File: config.mk
export PLATFORM = sky130hd
export DESIGN_NAME = ili_cell
export DESIGN_NICKNAME = d
export VERILOG_FILES = /design/src/design/ili_pkg.sv /design/src/design/ili_cell.sv
export SDC_FILE = /design/constraint.sdc
export NUM_CORES = 1
export LEC_CHECK = 0
export ABC_CLOCK_PERIOD_IN_PS = 5900
export BUFFER_PORTS_ARGS = -buffer_cell sky130_fd_sc_hd__buf_2
export CAP_MARGIN = 40
export CORE_AREA = 2 2 91 93
export CTS_CLUSTER_SIZE = 20
export DETAILED_ROUTE_END_ITERATION = 10
export DIE_AREA = 0 0 93 95
export PLACE_DENSITY = 0.88
export SKIP_CTS_REPAIR_TIMING = 1
export SLEW_MARGIN = 20
export SYNTH_ARGS = -nofsm -noshare
export SYNTH_HDL_FRONTEND = slang
export SYNTH_SLANG_ARGS = --single-unit
File: constraint.sdc
create_clock -name clk_i -period 5.9 [get_ports clk_i]
set_clock_uncertainty 0.15 [all_clocks]
set_input_delay 0.885 -clock clk_i [delete_from_list [all_inputs] [get_ports clk_i]]
set_output_delay 0.885 -clock clk_i [all_outputs]
set_load 0.05 [all_outputs]
File: src/design/ili_pkg.sv
// ----------------------------------------------------------------------------
// ili_pkg
// Shared types and constants for the indexed list block: command codes,
// transfer payloads and the control word handed to every list cell.
// ----------------------------------------------------------------------------
package ili_pkg;

  localparam int unsigned Capacity = 64;
  localparam int unsigned DataW    = 32;
  localparam int unsigned CmdW     = 3;
  localparam int unsigned PosInW   = 8;
  localparam int unsigned LenW     = 7;

  localparam int unsigned CntWDefault = $clog2(Capacity + 1);
  localparam int unsigned PosWDefault = (CntWDefault > PosInW) ? CntWDefault : PosInW;

  typedef enum logic [CmdW-1:0] {
    CmdRead   = 3'd0,
    CmdInsHd  = 3'd1,
    CmdInsTl  = 3'd2,
    CmdInsPos = 3'd3,
    CmdDelPos = 3'd4
  } cmd_e;

  typedef enum logic [2:0] {
    CellHold  = 3'd0,
    CellIns   = 3'd1,
    CellDel   = 3'd2,
    CellLoad  = 3'd3,
    CellShift = 3'd4
  } cell_op_e;

  typedef struct packed {
    cell_op_e          op;
    logic [DataW-1:0]  value;
  } cell_ctrl_t;

  typedef struct packed {
    logic [CmdW-1:0]    command;
    logic [PosInW-1:0]  position;
    logic signed [DataW-1:0] value;
  } in_item_t;

  typedef struct packed {
    logic signed [DataW-1:0] read_value;
    logic                    found;
    logic                    accepted;
    logic [LenW-1:0]         list_length;
  } out_item_t;

endpackage

File: src/design/ili_cell.sv
// ----------------------------------------------------------------------------
// ili_cell
// One list slot. Holds one element and one read-chain stage; shifts data
// with its neighbors on insert, delete and read-out.
// ----------------------------------------------------------------------------
module ili_cell #(
  parameter int unsigned PosW = ili_pkg::PosWDefault
) (
  input  logic                    clk_i,
  input  ili_pkg::cell_ctrl_t     ctrl_i,
  input  logic [PosW-1:0]         pos_i,
  input  logic [PosW-1:0]         idx_i,
  input  logic [ili_pkg::DataW-1:0] left_i,
  input  logic [ili_pkg::DataW-1:0] right_i,
  input  logic [ili_pkg::DataW-1:0] rd_right_i,
  output logic [ili_pkg::DataW-1:0] data_o,
  output logic [ili_pkg::DataW-1:0] rd_o
);
  import ili_pkg::*;

  logic [DataW-1:0] data_q, data_d;
  logic [DataW-1:0] rd_q, rd_d;
  logic             is_pos, above_pos;

  assign is_pos    = (idx_i == pos_i);
  assign above_pos = (idx_i > pos_i);

  always_comb begin
    data_d = data_q;
    rd_d   = rd_q;
    unique case (ctrl_i.op)
      CellHold: ;
      CellIns: begin
        if (above_pos) begin
          data_d = left_i;
        end else if (is_pos) begin
          data_d = ctrl_i.value;
        end
      end
      CellDel: begin
        if (above_pos || is_pos) begin
          data_d = right_i;
        end
      end
      CellLoad: begin
        rd_d = is_pos ? data_q : '0;
      end
      CellShift: begin
        rd_d = rd_right_i;
      end
      default: ;
    endcase
  end

  always_ff @(posedge clk_i) begin
    data_q <= data_d;
    rd_q   <= rd_d;
  end

  assign data_o = data_q;
  assign rd_o   = rd_q;

endmodule
* Yosys cells after proc, flatten, opt, wreduce, memory -nomap -nowiden
Cells that the tools add are included.
** Operators by class
- Order comparisons :: 1
- Equal/unequal tests :: 7
- Multiplexer cells :: 6
- Reductions and logical operators :: 4
** Operators by type and width (number)
- $mux 32 :: 4
- $pmux 32 s2 :: 2
- $eq 8x8->1 :: 1
- $gt 8x8->1 :: 1
- $eq 3x2->1 const B :: 2
- $reduce_bool 2->1 :: 2
- $eq 3x1->1 const B :: 1
- $eq 3x3->1 const B :: 1
- $ne 3x3->1 const B :: 1
- $reduce_and 3->1 :: 1
- $ne 2x2->1 const B :: 1
- $logic_or 1x1->1 :: 1
** Word-level totals
- Flip-flop bits (word level) :: 64
- Bits of input ports :: 148
- Output and inout port bits :: 64
- Logic and storage cells :: 20

* Depth between registers and ports, before layout
- Depth in word-level cells :: 4
- Mapped depth :: 8
- Gate-level depth less buffers :: 7

* Worst setup path before layout
Ideal clock, no wire load.
- Path type :: input to register
- Start point :: input port pos_i[1]
- End point :: register data_q[0], in the netlist data_o[0], enable pin
- Library setup time :: 461 ps
- Arrival :: 3902 ps
- Data required time :: 5289 ps
- Path slack :: 1387 ps
- Stages :: 7
- Buffers on the path :: 0
- Cells stage by stage :: inv_1 -> ha_1 -> nor2b_1 -> o211ai_1 -> a31oi_1 -> nor2_1 -> nor3_1
** On the way
- Cells in the longest elaborated chain, start to end :: 4
- Elaborated cells between the ends (all ways) :: 6
- Classes of those cells :: 1 x order compare; 3 x eq/ne; 2 x reduce/logical
** Ends and longest elaborated chain
- start: declaration :: line ili_cell.sv:11 : input logic [PosW-1:0] pos_i,
- $gt 8x8->1 / $eq 8x8->1 (equally long branches) :: line ili_cell.sv:26, ili_cell.sv:25
- $logic_or 1x1->1 :: line ili_cell.sv:41 : if (above_pos || is_pos) begin
- $ne 2x2->1 (no source line)
- $reduce_and 3->1 (no source line) *
- end signal: assignment :: line ili_cell.sv:56 : data_q <= data_d;
- end: declaration :: line ili_cell.sv:21 : logic [DataW-1:0] data_q, data_d;
Mark *: on every way between the ends. The rest lies on a longest branch, timed or not.
A chain may end at the register's enable or synchronous reset.

* Worst setup path in the final report
- Start point :: input port pos_i[1]
- End point :: register data_q[18], in the netlist data_o[18], enable pin
The elaborated chain is that of the path after synthesis.

==> flow_summary.toml <==
[timing]
rsz0062_at_grt = "no"
clock.fmax_ghz = 0.321
post-route-min-period_ns = 3.11
finalHoldViolCount = 0
fin_ws_ns = 2.79
tightest_slew_ns = 0.786
max-slew-margin-rel = 0.473
post-route-period-util = 0.527
holdWs_ns = 0.430
tns_ns = 0
drv_slew = 0
finalSetupViolCount = 0

[global_route]
antenna_found_initial = 0
grt_pass1_wl_um = 15500
grt_max_degree = 39
overflow = 0
grtUsageTotal = 0.229
grt_pass1_vias = 3183

[worst_setup_path]
critPathArrivalTime_ns = 2.96
timing.rr.start = "data_o[11]"
end_kind = "flop"
crit_family = "simple AND/OR/NAND/NOR gates"
worst-path-max-fanout = 22
crit_required_ns = 5.75
cp_slowest_cell = "nor3_2"
start_kind = "input port"
r2r_slack_ns = 4.84
max_stage_delay_ns = 0.65
crit_chain = "buf_2 -> inv_1 -> ha_1 -> nor2b_1 -> o211ai_1 -> a31oi_1 -> nor2_1 -> nor3_2 -> buf_4"
cp-endpoint = "data_o[18]"
path_depth = 9
critPathLaunch = "pos_i[1]"
reg2reg_depth = 1
reg2reg_to = "rd_o[11]"
criticalPathCategory = "input port to flop"
cp_num_buf_inv = 3

[synth]
syn_nets = 445
ys_seq_elements = 64
yosysSeqAreaShare = 0.585
synth_common_cells = "64 x edfxtp_1, 34 x nor2_1, 33 x a31oi_1"
synth_area_leaders = "edfxtp_1 58%, a22o_1 8.5%, a31oi_1 6.3%, nand3_1 4.9%, o21ai_1 4.7%"
synthFlopType = "edfxtp_1"
synthArstFlopShare = 0
synth_warnings = 0
synth.distinct_cells = 29
synth_top_cell_by_area = "edfxtp_1"
synth_cells = 289
avgSynthCellArea_um2 = 11.4
synth_edf_count = 64
yosysMostFrequentCell = "edfxtp_1"
synth_top_area_share = 0.585
netlist_area_um2 = 3290

[drt]
vias = 3302
drtIter0Drc = 118
routed_wl_um = 10700
first_pass_iters = 5
vias_per_cell = 5.48
drc = 0
ant_nets = 0
wl_per_cell_um = 17.7

[finish]
drive_gt1_frac = 0.486
final_area_um2 = 4590
finalNetCount = 649
num_antenna_cells = 0
area_growth_pct = 39.8

[pwr]
fin_total_pwr_mw = 1.14
p_per_area_nw_per_um2 = 248
vdd_drop_max_v = 0.0000941
p_leak_nw = 2.10

[cts]
clock_latency_ns = 0.33
root_buffer = "clkbuf_8"
cts_sinks = 64
numCtsBuffers = 9
path_clk_slew_ns = 0.06
clockBufferDepth = 2
cts_tree = "built"
htree_levels = 3

[die]
coreArea_um2 = 7930
ios = 212
die_w_um = 93
die_h_um = 95
rows = 33
initial_core_util = 0.415
dieArea_um2 = 8840

[placed_design]
hpwl_um = 8130
globalplace.congestion = 0.856
place_ws_ns = 2.43
port_buffers = 211
postPlaceCellArea_um2 = 4430

[worst_hold_path]
hp-class = "flop to flop"

[run_status]
status = "finished clean"

[job]
cap_violations = 0
power by group:
part           internal (mW)  leakage (nW)  switching (mW)  total (mW)
logic                 0.0931          1.39           0.185       0.278
registers              0.537         0.631          0.0152       0.552
clock network          0.148        0.0822           0.164       0.311
sequential cells by signal (all words and copies together) (netlist names):
name,cells
data_o,32
rd_o,32
logic make-up after synthesis:
kind of cell | share of synthesized area
AO/OA/AOI/OAI | 0.214
XOR/XNOR | 0.00267
adder cells (fa/ha/maj) | 0.0305
buffers and inverters | 0.0544
flip-flops | 0.585
AND/OR/NAND/NOR | 0.114
layout make-up:
cell class / instances / area, µm²
clock buffers: 9 / 124
flip-flops and latches: 64 / 1920
clock inverters: 7 / 38.8
multi-input cells: 192 / 1210
inverters: 8 / 30.0
well taps: 105 / 131
fillers: 705 / 3330
repair buffers: 218 / 1140
layer usage:
metal  share of wire  global-route usage  vias to the layer above
met1            0.39               0.277                     1570
met5               0                   0                        -
met2            0.53               0.398                      180
li1                -                   -                     1533
met3           0.065              0.0447                       19
met4           0.021               0.103                        0
through the flow:
stage	util	instances
5_1_grt	0.580	603
3_3_place_gp	0.552	584
2_1_floorplan	-	289
6_report	0.580	603
4_1_cts	0.580	603
3_5_place_dp	0.559	587
worst min-delay path by stage:
stage	from	end	slack [ns]	depth (start not counted)
floorplan	data_o[10]	rd_o[10]	0.76	1
global placement	data_o[29]	rd_o[29]	0.41	1
detailed placement	data_o[23]	rd_o[23]	0.41	1
CTS	data_o[18]	rd_o[18]	0.43	1
global route	data_o[4]	rd_o[4]	0.44	1
finish	data_o[12]	rd_o[12]	0.43	1
layout by cell type, fill, tap and decap left out, types with 2 or more instances in the layout:
cell type / count
o21ai_1: 31
nand3_1: 32
nand2_1: 2
inv_1: 8
a21oi_1: 3
edfxtp_1: 64
buf_4: 4
buf_2: 211
clkinv_2: 4
a22o_1: 32
a31oi_1: 33
clkinvlp_4: 2
o21ai_0: 2
clkbuf_8: 9
nor2_1: 34
ha_1: 8
Power figures use the tool's default switching activity.
